--- config.mk ---
export PLATFORM = sky130hd
export DESIGN_NAME = wav_stream_decoder_top
export DESIGN_NICKNAME = d
export VERILOG_FILES = /design/src/design/wsd_pkg.sv /design/src/design/wsd_parser.sv /design/src/design/wsd_out_fifo.sv /design/src/design/wav_stream_decoder_top.sv
export SDC_FILE = /design/constraint.sdc
export NUM_CORES = 2
export LEC_CHECK = 0
export ABC_CLOCK_PERIOD_IN_PS = 9200
export BUFFER_PORTS_ARGS = -buffer_cell sky130_fd_sc_hd__buf_2
export CORE_MARGIN = 1
export CORE_UTILIZATION = 25
export DETAILED_ROUTE_END_ITERATION = 7
export PLACE_DENSITY = 0.41
export SLEW_MARGIN = 20
export SYNTH_ARGS = -nofsm -noshare
export SYNTH_HDL_FRONTEND = slang
export SYNTH_SLANG_ARGS = --single-unit
--- constraint.sdc ---
create_clock -name clock -period 9.2 [get_ports clock]
set_input_delay 1.38 -clock clock [delete_from_list [all_inputs] [get_ports clock]]
set_output_delay 1.38 -clock clock [all_outputs]
set_load 0.02 [all_outputs]
--- src/design/wsd_pkg.sv ---
// Shared types, constants and conversion functions for the WAV stream decoder.
// No dependencies; used by every other file in the design folder.
`timescale 1ns / 1ps
`default_nettype none

package wsd_pkg;

   localparam int OUT_BITS  = 24;
   localparam int FRAC_BITS = OUT_BITS - 1;
   localparam int FIFO_DEPTH = 4;

   localparam logic [2:0] ST_OK        = 3'd0;
   localparam logic [2:0] ST_HEADER    = 3'd1;
   localparam logic [2:0] ST_TRUNCATED = 3'd2;
   localparam logic [2:0] ST_BAD_FMT   = 3'd3;
   localparam logic [2:0] ST_MISSING   = 3'd4;
   localparam logic [2:0] ST_UNSUPP    = 3'd5;
   localparam logic [2:0] ST_LAYOUT    = 3'd6;
   localparam logic [2:0] ST_ORDER     = 3'd7;

   // four-character codes, little-endian as they arrive
   localparam logic [31:0] MAGIC_RIFF = 32'h4646_4952;
   localparam logic [31:0] MAGIC_WAVE = 32'h4556_4157;
   localparam logic [31:0] TAG_FMT    = 32'h2074_6D66;
   localparam logic [31:0] TAG_DATA   = 32'h6174_6164;
   localparam logic [31:0] GUID_TAIL  = 32'h0010_0000;

   localparam logic [15:0] FMT_PCM        = 16'h0001;
   localparam logic [15:0] FMT_FLOAT      = 16'h0003;
   localparam logic [15:0] FMT_EXTENSIBLE = 16'hFFFE;

   typedef enum logic [2:0] {
      PH_HEADER,
      PH_CHUNK,
      PH_PAYLOAD,
      PH_PAD,
      PH_HALT
   } phase_type;

   typedef struct packed {
      logic [7:0] file_byte;
      logic       end_of_file;
   } req_type;

   typedef struct packed {
      logic                        kind;
      logic signed [OUT_BITS-1:0]  sample_value;
      logic                        channel_index;
      logic [2:0]                  status;
      logic [31:0]                 sample_rate;
      logic [1:0]                  channel_count;
      logic                        run_last;
   } rsp_type;

   // up to two results produced by one byte
   typedef struct packed {
      logic [1:0] count;
      rsp_type    first;
      rsp_type    second;
   } push_type;

   // (a + x) mod 3, x taken as four base-4 digits (4 = 1 mod 3)
   function automatic logic [1:0] mod3_add(input logic [1:0] a, input logic [7:0] x);
      logic [2:0] t;
      logic [1:0] r;
      r = a;
      for (int i = 0; i < 4; i++) begin
         t = {1'b0, r} + {1'b0, x[2*i +: 2]};
         if (t >= 3'd3) begin
            t = t - 3'd3;
         end
         r = t[1:0];
      end
      return r;
   endfunction

   // float32 to Q1.FRAC_BITS, truncated toward zero, saturating
   function automatic logic [OUT_BITS-1:0] float_to_q(input logic [31:0] v);
      logic [7:0]              e;
      logic [7:0]              sh;
      logic [23+FRAC_BITS:0]   wide;
      logic [OUT_BITS-1:0]     mag;
      e = v[30:23];
      sh = 8'd150 - e;
      wide = {1'b1, v[22:0], {FRAC_BITS{1'b0}}} >> sh;
      mag = wide[OUT_BITS-1:0];
      if (e == 8'hFF || e == 8'h00) begin
         return '0;
      end else if (e >= 8'd127) begin
         return v[31] ? {1'b1, {FRAC_BITS{1'b0}}} : {1'b0, {FRAC_BITS{1'b1}}};
      end else begin
         return v[31] ? (~mag + 1'b1) : mag;
      end
   endfunction

endpackage

`default_nettype wire

--- src/design/wsd_parser.sv ---
// Byte-level RIFF/WAVE parser: header check, chunk walk, fmt capture, sample
// conversion and the end-of-file report. Depends on wsd_pkg.
`timescale 1ns / 1ps
`default_nettype none

module wsd_parser (
   input  wire logic              clock,
   input  wire logic              reset,
   input  wire logic              in_take,
   input  wire wsd_pkg::req_type  in_item,
   output wsd_pkg::push_type      push
);

   localparam int PCM_SHIFT = 32 - wsd_pkg::OUT_BITS;

   wsd_pkg::phase_type phase_ff, phase_in;
   logic [5:0]  pos_ff, pos_in;
   logic [31:0] tag_ff, tag_in;
   logic [31:0] rem_ff, rem_in;
   logic [1:0]  rem3_ff, rem3_in;
   logic        pad_ff, pad_in;
   logic [15:0] fmt_ff, fmt_in;
   logic [15:0] chan_ff, chan_in;
   logic [31:0] rate_ff, rate_in;
   logic [15:0] align_ff, align_in;
   logic [15:0] bits_ff, bits_in;
   logic [15:0] vbits_ff, vbits_in;
   logic [15:0] subfmt_ff, subfmt_in;
   logic [31:0] asm_ff, asm_in;
   logic [1:0]  sbyte_ff, sbyte_in;
   logic        chidx_ff, chidx_in;
   logic        have_fmt_ff, have_fmt_in;
   logic        have_data_ff, have_data_in;
   logic [2:0]  err_ff, err_in;

   logic [7:0]  b;
   logic [5:0]  pos_inc;
   logic [2:0]  bps;
   logic [31:0] word;
   logic [31:0] s32;
   logic [31:0] pcm_wide;
   logic [wsd_pkg::OUT_BITS-1:0] sample_q;
   logic        is_last;
   logic        mod_ok;
   logic        ext;
   logic [15:0] code;
   logic [15:0] align_want;
   logic        emit;
   logic [2:0]  st;
   wsd_pkg::rsp_type smp_r;
   wsd_pkg::rsp_type rep_r;

   assign b       = in_item.file_byte;
   assign pos_inc = (pos_ff == 6'h3F) ? pos_ff : pos_ff + 6'd1;
   assign bps     = bits_ff[5:3];
   assign word    = asm_ff | ({24'b0, b} << {sbyte_ff, 3'b000});
   assign is_last = ({1'b0, sbyte_ff} == bps - 3'd1);
   assign ext     = (fmt_ff == wsd_pkg::FMT_EXTENSIBLE);

   // left-align the sample at bit 31; 8-bit data is offset binary
   always_comb begin
      unique case (bps)
         3'd1:    s32 = {word[7] ^ 1'b1, word[6:0], 24'b0};
         3'd2:    s32 = {word[15:0], 16'b0};
         3'd3:    s32 = {word[23:0], 8'b0};
         default: s32 = word;
      endcase
   end

   assign pcm_wide = $unsigned($signed(s32) >>> PCM_SHIFT);
   assign sample_q = (fmt_ff == wsd_pkg::FMT_FLOAT) ? wsd_pkg::float_to_q(word)
                                                   : pcm_wide[wsd_pkg::OUT_BITS-1:0];

   // data size must be a multiple of block align (1,2,3,4,6 or 8)
   always_comb begin
      unique case (align_ff)
         16'd1:   mod_ok = 1'b1;
         16'd2:   mod_ok = ~rem_in[0];
         16'd3:   mod_ok = (rem3_in == 2'd0);
         16'd4:   mod_ok = (rem_in[1:0] == 2'd0);
         16'd6:   mod_ok = ~rem_in[0] && (rem3_in == 2'd0);
         16'd8:   mod_ok = (rem_in[2:0] == 3'd0);
         default: mod_ok = 1'b0;
      endcase
   end

   always_comb begin
      phase_in = phase_ff;
      pos_in = pos_ff;
      tag_in = tag_ff;
      rem_in = rem_ff;
      rem3_in = rem3_ff;
      pad_in = pad_ff;
      fmt_in = fmt_ff;
      chan_in = chan_ff;
      rate_in = rate_ff;
      align_in = align_ff;
      bits_in = bits_ff;
      vbits_in = vbits_ff;
      subfmt_in = subfmt_ff;
      asm_in = asm_ff;
      sbyte_in = sbyte_ff;
      chidx_in = chidx_ff;
      have_fmt_in = have_fmt_ff;
      have_data_in = have_data_ff;
      err_in = err_ff;
      emit = 1'b0;
      code = fmt_ff;
      align_want = '0;

      unique case (phase_ff)
         wsd_pkg::PH_HEADER: begin
            if ((pos_ff < 6'd4 && b != wsd_pkg::MAGIC_RIFF[{pos_ff[1:0], 3'b000} +: 8]) ||
                (pos_ff >= 6'd8 && pos_ff < 6'd12 &&
                 b != wsd_pkg::MAGIC_WAVE[{pos_ff[1:0], 3'b000} +: 8])) begin
               err_in = wsd_pkg::ST_HEADER;
               phase_in = wsd_pkg::PH_HALT;
            end else if (pos_ff == 6'd11) begin
               phase_in = wsd_pkg::PH_CHUNK;
               pos_in = '0;
            end else begin
               pos_in = pos_inc;
            end
         end

         wsd_pkg::PH_CHUNK: begin
            if (pos_ff < 6'd4) begin
               if (pos_ff == 6'd0) begin
                  tag_in = '0;
               end
               tag_in[{pos_ff[1:0], 3'b000} +: 8] = b;
            end else begin
               if (pos_ff == 6'd4) begin
                  rem_in = '0;
               end
               rem_in[{pos_ff[1:0], 3'b000} +: 8] = b;
               rem3_in = wsd_pkg::mod3_add((pos_ff == 6'd4) ? 2'd0 : rem3_ff, b);
            end
            pos_in = pos_inc;
            if (pos_ff == 6'd7) begin
               pos_in = '0;
               pad_in = rem_in[0];
               if (tag_in == wsd_pkg::TAG_FMT) begin
                  if (have_fmt_ff || have_data_ff) begin
                     err_in = wsd_pkg::ST_ORDER;
                     phase_in = wsd_pkg::PH_HALT;
                  end else if (rem_in < 32'd16) begin
                     err_in = wsd_pkg::ST_BAD_FMT;
                     phase_in = wsd_pkg::PH_HALT;
                  end else begin
                     fmt_in = '0;
                     chan_in = '0;
                     rate_in = '0;
                     align_in = '0;
                     bits_in = '0;
                     vbits_in = '0;
                     subfmt_in = '0;
                     phase_in = wsd_pkg::PH_PAYLOAD;
                  end
               end else if (tag_in == wsd_pkg::TAG_DATA) begin
                  if (!have_fmt_ff || have_data_ff) begin
                     err_in = wsd_pkg::ST_ORDER;
                     phase_in = wsd_pkg::PH_HALT;
                  end else if (rem_in == 32'd0 || !mod_ok) begin
                     err_in = wsd_pkg::ST_LAYOUT;
                     phase_in = wsd_pkg::PH_HALT;
                  end else begin
                     have_data_in = 1'b1;
                     sbyte_in = '0;
                     chidx_in = 1'b0;
                     asm_in = '0;
                     phase_in = wsd_pkg::PH_PAYLOAD;
                  end
               end else if (rem_in == 32'd0) begin
                  // empty unknown chunk: nothing to skip
                  phase_in = wsd_pkg::PH_CHUNK;
               end else begin
                  phase_in = wsd_pkg::PH_PAYLOAD;
               end
            end
         end

         wsd_pkg::PH_PAYLOAD: begin
            if (tag_ff == wsd_pkg::TAG_FMT) begin
               priority if (pos_ff < 6'd2) begin
                  fmt_in[{pos_ff[0], 3'b000} +: 8] = b;
               end else if (pos_ff < 6'd4) begin
                  chan_in[{pos_ff[0], 3'b000} +: 8] = b;
               end else if (pos_ff < 6'd8) begin
                  rate_in[{pos_ff[1:0], 3'b000} +: 8] = b;
               end else if (pos_ff == 6'd12 || pos_ff == 6'd13) begin
                  align_in[{pos_ff[0], 3'b000} +: 8] = b;
               end else if (pos_ff == 6'd14 || pos_ff == 6'd15) begin
                  bits_in[{pos_ff[0], 3'b000} +: 8] = b;
               end else if ((pos_ff == 6'd18 || pos_ff == 6'd19) && ext) begin
                  vbits_in[{pos_ff[0], 3'b000} +: 8] = b;
               end else if ((pos_ff == 6'd24 || pos_ff == 6'd25) && ext) begin
                  subfmt_in[{pos_ff[0], 3'b000} +: 8] = b;
               end else if (pos_ff >= 6'd28 && pos_ff < 6'd32 && ext && b != 8'd0) begin
                  err_in = wsd_pkg::ST_BAD_FMT;
                  phase_in = wsd_pkg::PH_HALT;
               end else if (pos_ff >= 6'd32 && pos_ff < 6'd36 && ext &&
                            b != wsd_pkg::GUID_TAIL[{pos_ff[1:0], 3'b000} +: 8]) begin
                  err_in = wsd_pkg::ST_BAD_FMT;
                  phase_in = wsd_pkg::PH_HALT;
               end else begin
                  fmt_in = fmt_ff;
               end
            end else if (tag_ff == wsd_pkg::TAG_DATA) begin
               if (is_last) begin
                  emit = 1'b1;
                  asm_in = '0;
                  sbyte_in = '0;
                  chidx_in = (chan_ff == 16'd2) ? ~chidx_ff : 1'b0;
               end else begin
                  asm_in = word;
                  sbyte_in = sbyte_ff + 2'd1;
               end
            end

            if (err_in == wsd_pkg::ST_OK) begin
               pos_in = pos_inc;
               rem_in = rem_ff - 32'd1;
               if (rem_ff == 32'd1) begin
                  if (tag_ff == wsd_pkg::TAG_FMT) begin
                     code = (fmt_in == wsd_pkg::FMT_EXTENSIBLE) ? subfmt_in : fmt_in;
                     align_want = (chan_in == 16'd1) ? {3'b0, bits_in[15:3]}
                                                     : {2'b0, bits_in[15:3], 1'b0};
                     if (fmt_in == wsd_pkg::FMT_EXTENSIBLE && pos_in < 6'd40) begin
                        err_in = wsd_pkg::ST_BAD_FMT;
                     end else if ((code != wsd_pkg::FMT_PCM && code != wsd_pkg::FMT_FLOAT) ||
                                  (chan_in != 16'd1 && chan_in != 16'd2) ||
                                  rate_in == 32'd0 ||
                                  (code == wsd_pkg::FMT_FLOAT && bits_in != 16'd32) ||
                                  (code == wsd_pkg::FMT_PCM && bits_in != 16'd8 &&
                                   bits_in != 16'd16 && bits_in != 16'd24 &&
                                   bits_in != 16'd32)) begin
                        err_in = wsd_pkg::ST_UNSUPP;
                        fmt_in = code;
                     end else if (align_in != align_want ||
                                  (code == wsd_pkg::FMT_PCM && vbits_in > bits_in)) begin
                        err_in = wsd_pkg::ST_LAYOUT;
                        fmt_in = code;
                     end else begin
                        fmt_in = code;
                        have_fmt_in = 1'b1;
                     end
                  end
                  if (err_in == wsd_pkg::ST_OK) begin
                     phase_in = pad_ff ? wsd_pkg::PH_PAD : wsd_pkg::PH_CHUNK;
                     pos_in = '0;
                  end else begin
                     phase_in = wsd_pkg::PH_HALT;
                  end
               end
            end
         end

         wsd_pkg::PH_PAD: begin
            pad_in = 1'b0;
            phase_in = wsd_pkg::PH_CHUNK;
            pos_in = '0;
         end

         default: begin
            phase_in = phase_ff;
         end
      endcase
   end

   // end-of-file status, judged on the state after this byte
   always_comb begin
      if (err_in != wsd_pkg::ST_OK) begin
         st = err_in;
      end else if (phase_in == wsd_pkg::PH_HEADER) begin
         st = wsd_pkg::ST_HEADER;
      end else if (phase_in == wsd_pkg::PH_PAYLOAD || phase_in == wsd_pkg::PH_PAD) begin
         st = wsd_pkg::ST_TRUNCATED;
      end else if (!have_fmt_in || !have_data_in) begin
         st = wsd_pkg::ST_MISSING;
      end else begin
         st = wsd_pkg::ST_OK;
      end
   end

   always_comb begin
      smp_r = '0;
      smp_r.kind = 1'b0;
      smp_r.sample_value = sample_q;
      smp_r.channel_index = chidx_ff;
      smp_r.status = wsd_pkg::ST_OK;
      smp_r.sample_rate = rate_ff;
      smp_r.channel_count = chan_ff[1:0];
      smp_r.run_last = ~in_item.end_of_file;

      rep_r = '0;
      rep_r.kind = 1'b1;
      rep_r.status = st;
      rep_r.sample_rate = have_fmt_in ? rate_in : 32'd0;
      rep_r.channel_count = have_fmt_in ? chan_in[1:0] : 2'd0;
      rep_r.run_last = 1'b1;

      push = '0;
      if (in_take) begin
         if (emit && in_item.end_of_file) begin
            push.count = 2'd2;
            push.first = smp_r;
            push.second = rep_r;
         end else if (emit) begin
            push.count = 2'd1;
            push.first = smp_r;
         end else if (in_item.end_of_file) begin
            push.count = 2'd1;
            push.first = rep_r;
         end
      end
   end

   always_ff @(posedge clock) begin
      if (reset || (in_take && in_item.end_of_file)) begin
         phase_ff <= wsd_pkg::PH_HEADER;
         pos_ff <= '0;
         tag_ff <= '0;
         rem_ff <= '0;
         rem3_ff <= '0;
         pad_ff <= 1'b0;
         fmt_ff <= '0;
         chan_ff <= '0;
         rate_ff <= '0;
         align_ff <= '0;
         bits_ff <= '0;
         vbits_ff <= '0;
         subfmt_ff <= '0;
         asm_ff <= '0;
         sbyte_ff <= '0;
         chidx_ff <= 1'b0;
         have_fmt_ff <= 1'b0;
         have_data_ff <= 1'b0;
         err_ff <= wsd_pkg::ST_OK;
      end else if (in_take) begin
         phase_ff <= phase_in;
         pos_ff <= pos_in;
         tag_ff <= tag_in;
         rem_ff <= rem_in;
         rem3_ff <= rem3_in;
         pad_ff <= pad_in;
         fmt_ff <= fmt_in;
         chan_ff <= chan_in;
         rate_ff <= rate_in;
         align_ff <= align_in;
         bits_ff <= bits_in;
         vbits_ff <= vbits_in;
         subfmt_ff <= subfmt_in;
         asm_ff <= asm_in;
         sbyte_ff <= sbyte_in;
         chidx_ff <= chidx_in;
         have_fmt_ff <= have_fmt_in;
         have_data_ff <= have_data_in;
         err_ff <= err_in;
      end
   end

endmodule

`default_nettype wire

--- src/design/wsd_out_fifo.sv ---
// Result queue: takes up to two results per cycle, hands out one.
// Depends on wsd_pkg.
`timescale 1ns / 1ps
`default_nettype none

module wsd_out_fifo (
   input  wire logic               clock,
   input  wire logic               reset,
   input  wire wsd_pkg::push_type  push,
   output logic                    space_ok,
   output logic                    rsp_valid,
   input  wire logic               rsp_ready,
   output wsd_pkg::rsp_type        rsp_data
);

   localparam int PW = $clog2(wsd_pkg::FIFO_DEPTH);

   wsd_pkg::rsp_type mem [wsd_pkg::FIFO_DEPTH];
   logic [PW-1:0] wr_ptr_ff, wr_ptr_in;
   logic [PW-1:0] rd_ptr_ff, rd_ptr_in;
   logic [PW:0]   cnt_ff, cnt_in;
   logic [PW-1:0] wr_next;
   logic          pop;

   assign pop       = rsp_valid && rsp_ready;
   assign rsp_valid = (cnt_ff != '0);
   assign rsp_data  = mem[rd_ptr_ff];
   assign space_ok  = (cnt_ff <= (PW+1)'(wsd_pkg::FIFO_DEPTH - 2));
   assign wr_next   = wr_ptr_ff + PW'(1);
   assign wr_ptr_in = wr_ptr_ff + PW'(push.count);
   assign rd_ptr_in = rd_ptr_ff + PW'(pop);
   assign cnt_in    = cnt_ff + (PW+1)'(push.count) - (PW+1)'(pop);

   always_ff @(posedge clock) begin
      if (push.count != 2'd0) begin
         mem[wr_ptr_ff] <= push.first;
      end
      if (push.count == 2'd2) begin
         mem[wr_next] <= push.second;
      end
   end

   always_ff @(posedge clock) begin
      if (reset) begin
         wr_ptr_ff <= '0;
         rd_ptr_ff <= '0;
         cnt_ff <= '0;
      end else begin
         wr_ptr_ff <= wr_ptr_in;
         rd_ptr_ff <= rd_ptr_in;
         cnt_ff <= cnt_in;
      end
   end

   a_cnt_bound: assert property (@(posedge clock) disable iff (reset)
      cnt_ff <= (PW+1)'(wsd_pkg::FIFO_DEPTH))
      else $error("result queue over capacity");

   a_ptr_track: assert property (@(posedge clock) disable iff (reset)
      PW'(wr_ptr_ff - rd_ptr_ff) == cnt_ff[PW-1:0])
      else $error("queue pointers disagree with count");

   a_no_overrun: assert property (@(posedge clock) disable iff (reset)
      push.count != 2'd0 |-> space_ok)
      else $error("push into a queue without room");

   a_pop_only: assert property (@(posedge clock) disable iff (reset)
      (pop && push.count == 2'd0) |=> cnt_ff == $past(cnt_ff) - (PW+1)'(1))
      else $error("count not decremented on pop");

endmodule

`default_nettype wire

--- src/design/wav_stream_decoder_top.sv ---
// Top level of the WAV stream decoder: parser plus result queue.
// Depends on wsd_pkg, wsd_parser and wsd_out_fifo.
//
//   channel  | ports                          | item
//   ---------+--------------------------------+-------------------------------
//   request  | req_valid req_ready req_data   | one file byte + end flag
//   response | rsp_valid rsp_ready rsp_data   | sample or final status report
//
// One byte is taken per cycle while req_ready is high; its results enter the
// queue at the accepting edge and show on rsp once earlier results have drained.
// A byte yields zero, one or two results; the queue drains one per cycle while rsp_ready is high.
// req_ready drops only when the 4-entry result queue cannot take two more.
// Reset clears the parser to the header phase and empties the queue.
// The byte that carries the end flag also returns the parser to reset state.
`timescale 1ns / 1ps
`default_nettype none

module wav_stream_decoder_top (
   input  wire logic              clock,
   input  wire logic              reset,
   input  wire logic              req_valid,
   output logic                   req_ready,
   input  wire wsd_pkg::req_type  req_data,
   output logic                   rsp_valid,
   input  wire logic              rsp_ready,
   output wsd_pkg::rsp_type       rsp_data
);

   wsd_pkg::push_type push;
   logic              take;

   assign take = req_valid && req_ready;

   wsd_parser u_parser (
      .clock   (clock),
      .reset   (reset),
      .in_take (take),
      .in_item (req_data),
      .push    (push)
   );

   wsd_out_fifo u_fifo (
      .clock     (clock),
      .reset     (reset),
      .push      (push),
      .space_ok  (req_ready),
      .rsp_valid (rsp_valid),
      .rsp_ready (rsp_ready),
      .rsp_data  (rsp_data)
   );

endmodule

`default_nettype wire
Word-level counts from Yosys, hierarchy flattened
Memories as Yosys holds them, arrays and structs flattened. A register that Yosys moved wholly into a read port is not among the register bits.
Index checks and enable logic that the tools add are counted.
{"block": "totals", "reg_bits": 251, "mem_bits_rw": 256, "out_inout_bits": 66, "memories": 1}
{"block": "op_classes", "add_sub_neg": 21, "n_lt_le_gt_ge": 18, "eq_ne": 66, "shifts": 9, "muxes": 233, "bitwise": 6, "n_reduce_logical": 71}
{"name": "u_fifo.mem", "words": 4, "width": 64, "read_ports": 1, "rd_clocked_by_memory_dff": 1, "wr": 2, "line": "wsd_out_fifo.sv:18", "text": "wsd_pkg::rsp_type mem [wsd_pkg::FIFO_DEPTH];"}
{"op": "$mux W32", "n": 29}
{"op": "$mux W16", "n": 50}
{"op": "$pmux W16 S2", "n": 6}
{"op": "$pmux W32 S2", "n": 3}
{"op": "$mux W3", "n": 54}
{"op": "$mux W66", "n": 2}
{"op": "$mux W130", "n": 1}
{"op": "$mux W24", "n": 5}
{"op": "$bwmux W16", "n": 6}
{"op": "$bwmux W32", "n": 3}
{"op": "$pmux W32 S3", "n": 1}
{"op": "$shiftx A32 B6 Y8 const A", "n": 3}
{"op": "$eq A16 B2 Y1 const B", "n": 5}
{"op": "$mux W65", "n": 1}
{"op": "$eq A32 B30 Y1 const B", "n": 2}
{"op": "$eq A32 B31 Y1 const B", "n": 2}
{"op": "$logic_not A32 Y1", "n": 2}
{"op": "$mux W64", "n": 1}
{"op": "$mux W2", "n": 25}
{"op": "$eq A16 B1 Y1 const B", "n": 3}
{"op": "$shr A47 B8 Y24", "n": 1}
{"op": "$mux W6", "n": 7}
{"op": "$eq A16 B16 Y1 const B", "n": 2}
{"op": "$eq A16 B3 Y1 const B", "n": 2}
{"op": "other kinds (79)", "n": 208}

Depth between registers and ports, before layout
{"block": "depth", "ltp_word": 46, "ltp_mapped": 42, "mapped_depth_nobuf": 38}

Hierarchy
A second synthesis with hierarchy kept.
{"block": "unflattened", "cells_unflattened": 3761, "area_unflattened_um2": 34763.3}
{"module": "wsd_parser", "n_inst": 1, "cells_per_inst": 3095, "area_each_um2": 21899.8, "seq_area_each_um2": 4884.7}
{"module": "wsd_out_fifo", "n_inst": 1, "cells_per_inst": 665, "area_each_um2": 12857.3, "seq_area_each_um2": 7827.5}
{"module": "wav_stream_decoder_top", "n_inst": 1, "cells_per_inst": 1, "area_each_um2": 6.3, "seq_area_each_um2": 0.0}

Least setup slack after synthesis
OpenSTA, ideal clock, no wires.
{"block": "synth_timing", "path_kind": "input to register", "start": "input port req_data[2] (netlist bit)", "end": "memory u_fifo.mem[1][35] (netlist bit) (data pin)", "setup_ps": 260, "arrival_time_ps": 9364, "required_time_ps": 8940, "setup_slack_ps": -423, "stages": 35, "path_cell_list": "buf_2 -> clkbuf_1 -> clkinv_1 -> fa_1 -> inv_1 -> ha_1 -> nor2b_1 -> nand3_1 -> o21ai_0 -> ha_1 -> fa_1 -> ha_1 -> or3_1 -> a21oi_1 -> ha_1 -> fa_1 -> ha_1 -> or3_1 -> a21oi_1 -> ha_1 -> fa_1 -> ha_1 -> or3_1 -> and3b_1 -> o41ai_1 -> a21oi_1 -> a31o_2 -> a211oi_1 -> nor4b_2 -> a2111oi_2 -> o22ai_1 -> a21oi_1 -> nor3_1 -> a21boi_2 -> nor2_1"}
{"item": "start: declaration", "line": "wav_stream_decoder_top.sv:23", "text": "input wire wsd_pkg::req_type req_data,"}
{"item": "end: declaration", "line": "wsd_out_fifo.sv:18"}

Worst setup path in the final report
{"block": "layout_timing", "start": "register u_parser.pos_ff[1]", "end": "register u_parser.asm_ff[1]"}
{"block": "layout_between", "elab_chain_len": 29, "word_cells_on_any_way": 102, "classes_between": "add/sub (9); order compare (11); eq/ne (17); shift (3); mux (39); bitwise (1); reduce/logical (22)"}
{"item": "start: declaration", "line": "wsd_parser.sv:17", "text": "logic [5:0] pos_ff, pos_in;"}
{"item": "start signal: assignment", "line": "wsd_parser.sv:342", "text": "pos_ff <= pos_in;"}
{"item": "$eq A6 B3 Y1", "line": "wsd_parser.sv:133, wsd_parser.sv:137"}
{"item": "$mux W2", "line": "wsd_parser.sv:137", "text": "rem3_in = wsd_pkg::mod3_add((pos_ff == 6'd4) ? 2'd0 : rem3_ff, b);"}
{"item": "$add A2 B2 Y3", "line": "wsd_pkg.sv:68", "text": "t = {1'b0, r} + {1'b0, x[2*i +: 2]};"}
{"item": "$ge A3 B2 Y1 / $sub A2 B2 Y2 (equally long branches)", "line": "wsd_pkg.sv:69, wsd_pkg.sv:70"}
{"item": "$mux W2", "line": "wsd_pkg.sv:69", "text": "if (t >= 3'd3) begin"}
{"item": "$mux W2", "line": "wsd_parser.sv:127", "text": "if (pos_ff < 6'd4) begin"}
{"item": "$mux W2", "line": "wsd_parser.sv:111", "text": "unique case (phase_ff)"}
{"item": "$add A2 B2 Y3", "line": "wsd_pkg.sv:68"}
{"item": "[... 13 more ...]"}
{"item": "$mux W2", "line": "wsd_parser.sv:111"}
{"item": "$logic_not A2 Y1", "line": "wsd_parser.sv:79, wsd_parser.sv:81"}
{"item": "$logic_and A1 B1 Y1", "line": "wsd_parser.sv:81", "text": "16'd6: mod_ok = ~rem_in[0] && (rem3_in == 2'd0);"}
{"item": "$pmux W1 S6", "line": "wsd_parser.sv:76", "text": "unique case (align_ff)"}
{"item": "$logic_not A1 Y1", "line": "wsd_parser.sv:164", "text": "end else if (rem_in == 32'd0 || !mod_ok) begin"}
{"item": "$logic_or A1 B1 Y1", "line": "wsd_parser.sv:164"}
{"item": "$ne A2 B2 Y1 (no source line)"}
{"item": "$reduce_and A9 Y1 (no source line) *"}
{"item": "end signal: assignment", "line": "wsd_parser.sv:354", "text": "asm_ff <= asm_in;"}
{"item": "end: declaration", "line": "wsd_parser.sv:29", "text": "logic [31:0] asm_ff, asm_in;"}
Every way passes the cells marked *; elsewhere a longest branch is shown, timed or not. The select of a mux whose other input is x is not followed.
A chain may end at the register's enable or synchronous reset.

==> impl_metrics.csv <==
group,metric,value,unit
drt,drt_iter0_drc,3489,
final_layout,drive_above_1_share,16.5,%
clock_tree,clk_latency,0.64,ns
synth,synth-compound-area-share,26.6,%
worst_setup_path,cp_slowest_cell,"fa_1",
timing,drv_slew,0,
worst_setup_path,cp_common_cell,"ha_2",
worst_setup_path,path_max_fanout,7,
final_layout,multi_input_area,19500,sq um
synth,synth_ff_type,"dfxtp_1",
global_route,grt_pass1_wl,204000,microns
drt,wirelength,138000,microns
clock_tree,postCtsHoldBufs,0,
timing,fin_tns_setup,0,ns
clock_tree,cts_tree,"yes",
timing,hold_viol_final,0,
worst_setup_path,endpoint_kind,"flip-flop",
final_layout,n_fill_cell,13800,
clock_tree,htreeDepth,3,
floorplanning,rows,131,
clock_tree,cts.sinks,507,
worst_setup_path,required,9.76,ns
place,finalWeightedCongestion,0.923,
drt,ant_nets,0,
clock_tree,ctsRootBufferMaster,"clkbuf_16",
timing,post-route-period-util,96.7,%
worst_hold_path,worstHoldPathType,"reg2reg",
final_layout,diodes,0,
synth,synthArstFlopShare,0,%
power,ir_drop,122,uV
floorplanning,ios,79,
power,power_density,185,nW/um^2
run,cap_violations,0,
timing,hold_slack,0.445,ns
floorplanning,die-width,362,microns
final_layout,final_util,29.2,%
final_layout,syn2layout_area_growth,15.3,%
floorplanning,core_region_area,128000,sq um
synth,synthSimpleGateAreaFrac,20.4,%
synth,synth_edf_count,156,
synth,synth_top_family_by_area,"compound AO/OA/AOI/OAI gates",
final_layout,register_area,11700,sq um
place,hpwl,94800,microns
global_route,overflow,0,
worst_setup_path,max_stage_delay,0.56,ns
synth,netlist_area,32500,sq um
timing,max_freq,112,MHz
global_route,antenna_found_initial,5,
worst_setup_path,path_class,"reg2reg",
timing,fin_crit,8.90,ns
place,dpl_cell_area,34900,sq um
final_layout,postLayoutCellArea,37500,sq um
synth,syn_area_per_cell,8.77,sq um
worst_setup_path,crit_arrival,9.46,ns
synth,ys_warn_count,0,
final_layout,final_nets,3752,
drt,drc,0,
drt,firstDrtPassIters,6,
timing,clock-skew-final,0.0228,ns
synth,ys_types,121,
synth,syn_inst,3703,
synth,synth-seq-cells,507,
global_route,grt_util_all_layers,20.4,%
global_route,grt_max_degree,82,
drt,via_count,30900,
floorplanning,start_util,25.3,%
synth,yosys.area_share.adder,2.12,%
synth,muxShareOfSynthArea,9.05,%
timing,slew_headroom,20.7,%
outcome,outcome,"complete, no violations",
drt,wire_per_inst,25.2,microns
global_route,grt_pass1_vias,29600,
synth,synthXorXnorAreaFrac,1.13,%
drt,viasPerCell,5.65,
clock_tree,cts_buffers,67,
floorplanning,dieArea,131000,sq um
place,port_buffers,78,
floorplanning,fp.dieH,362,microns
clock_tree,clk_pin_slew,0.05,ns
clock_tree,clockBufferDepth,3,
timing,final-setup-viol-count,0,
worst_setup_path,startpoint_type,"flip-flop",
synth,ys_seq_area_share,36.1,%
synth,synth_nets,3768,
timing,tightest_slew,1.17,ns
power,leakagePower,12.3,nW
-- registers in the layout, summed over array words and instances (netlist names), 16 cells and up --
signal	cells
u_fifo.mem	256
u_parser.asm_ff	32
u_parser.rate_ff	32
u_parser.rem_ff	32
u_parser.tag_ff	32
u_parser.align_ff	16
u_parser.bits_ff	16
u_parser.chan_ff	16
u_parser.fmt_ff	16
u_parser.subfmt_ff	16
u_parser.vbits_ff	16
-- final timing paths --
path	end	cells past startpoint	slack, ns	startpoint
worst max-delay path	u_parser.asm_ff[1]$_SDFFE_PP0P_	42	0.30	u_parser.pos_ff[1]$_SDFFE_PP0P_
worst min-delay path	u_fifo.mem[0][42]$_SDFFE_PP0P_	2	0.45	u_fifo.mem[0][42]$_SDFFE_PP0P_
worst max register to register	u_parser.asm_ff[1]$_SDFFE_PP0P_	42	0.30	u_parser.pos_ff[1]$_SDFFE_PP0P_
worst min register to register	u_fifo.mem[0][42]$_SDFFE_PP0P_	2	0.45	u_fifo.mem[0][42]$_SDFFE_PP0P_
-- placed cells by master, fill, tap and decap left out, drive strengths merged, types with 49 or more instances in the layout --
cell,count
o21ai,233
clkbuf,94
mux2i,71
nor4,52
a32o,49
dfxtp,351
mux4,76
a22oi,141
nor2,461
nor3,123
o22ai,86
a21oi,240
nand3,71
a31oi,49
inv,74
buf,217
nand2,280
a211oi,52
edfxtp,156
a22o,122
-- worst max-delay path: cells and delay by family, from the launching register on --
family	cells	cell delay, ns
compound gates	9	1.26
buf+inv	8	1.05
simple gates	12	2.54
flops	1	0.32
fa+ha+maj	13	3.62
-- metal layers --
metal	track usage [%]	vias to the layer above	part of all wire [%]
met5	0	-	0.026
met4	5.53	6	2.5
met3	2.57	200	5.7
met2	32.5	1132	46
met1	28.8	15400	46
li1	-	14200	-
-- layout make-up --
cell class,count,area share (%)
Clock buffer,94,5.26
Clock inverter,27,0.892
Inverter,69,0.695
Multi-Input combinational cell,2825,52.2
Sequential cell,507,31.3
Tap cell,1729,5.77
Timing Repair Buffer,217,3.90
-- power by group --
group	switching, mW	total (mW)	internal, mW
sequential	0.0961	2.47	2.38
combinational	1.13	1.71	0.587
clock	1.10	2.73	1.63
total	2.33	6.92	4.59
-- cell families after synthesis --
kind of cell               Yosys count
muxes                              193
xor gates and xnor gates            42
and+or+nand+nor                   1304
AOI/OAI and AO/OA                 1234
buffers and inverters              371
DFF                                507
adders and majority gates           52
-- cells in the mapped netlist (46+ instances only) --
cell / count / share of area, %
a211oi_1: 50 / 1.2
dfxtp_1: 351 / 22
nand3_1: 69 / 1.1
edfxtp_1: 156 / 14
a22o_1: 121 / 3.3
a32o_1: 49 / 1.5
a21oi_1: 238 / 3.7
nor2_1: 451 / 5.2
mux2i_1: 71 / 2.2
o21ai_0: 205 / 3.2
clkbuf_1: 225 / 2.6
a22oi_1: 141 / 3.3
nand2_1: 278 / 3.2
inv_1: 67 / 0.77
buf_2: 46 / 0.71
mux4_2: 76 / 5.3
o22ai_1: 86 / 1.7
ha_1: 47 / 1.8
nor3_1: 112 / 1.7
-- per-stage QoR --
stage	instances	setup slack [ns]	total power [mW]
2_1_floorplan	3703	0.0717	3.56
3_3_place_gp	5342	-0.430	4.19
3_5_place_dp	5342	-0.571	4.19
4_1_cts	5463	0.103	6.95
5_1_grt	5468	-0.0624	7.23
6_report	5468	0.301	6.92
-- repair_timing --
action / CTS / global route
endpoints found under the setup margin: 4 / 48
setup buffers: 0 / 5
pin swaps: 0 / 28
hold endpoints to repair: 0 / 0
gates resized for setup: 1 / 41
No activity file was read; power rests on OpenSTA's default activity.
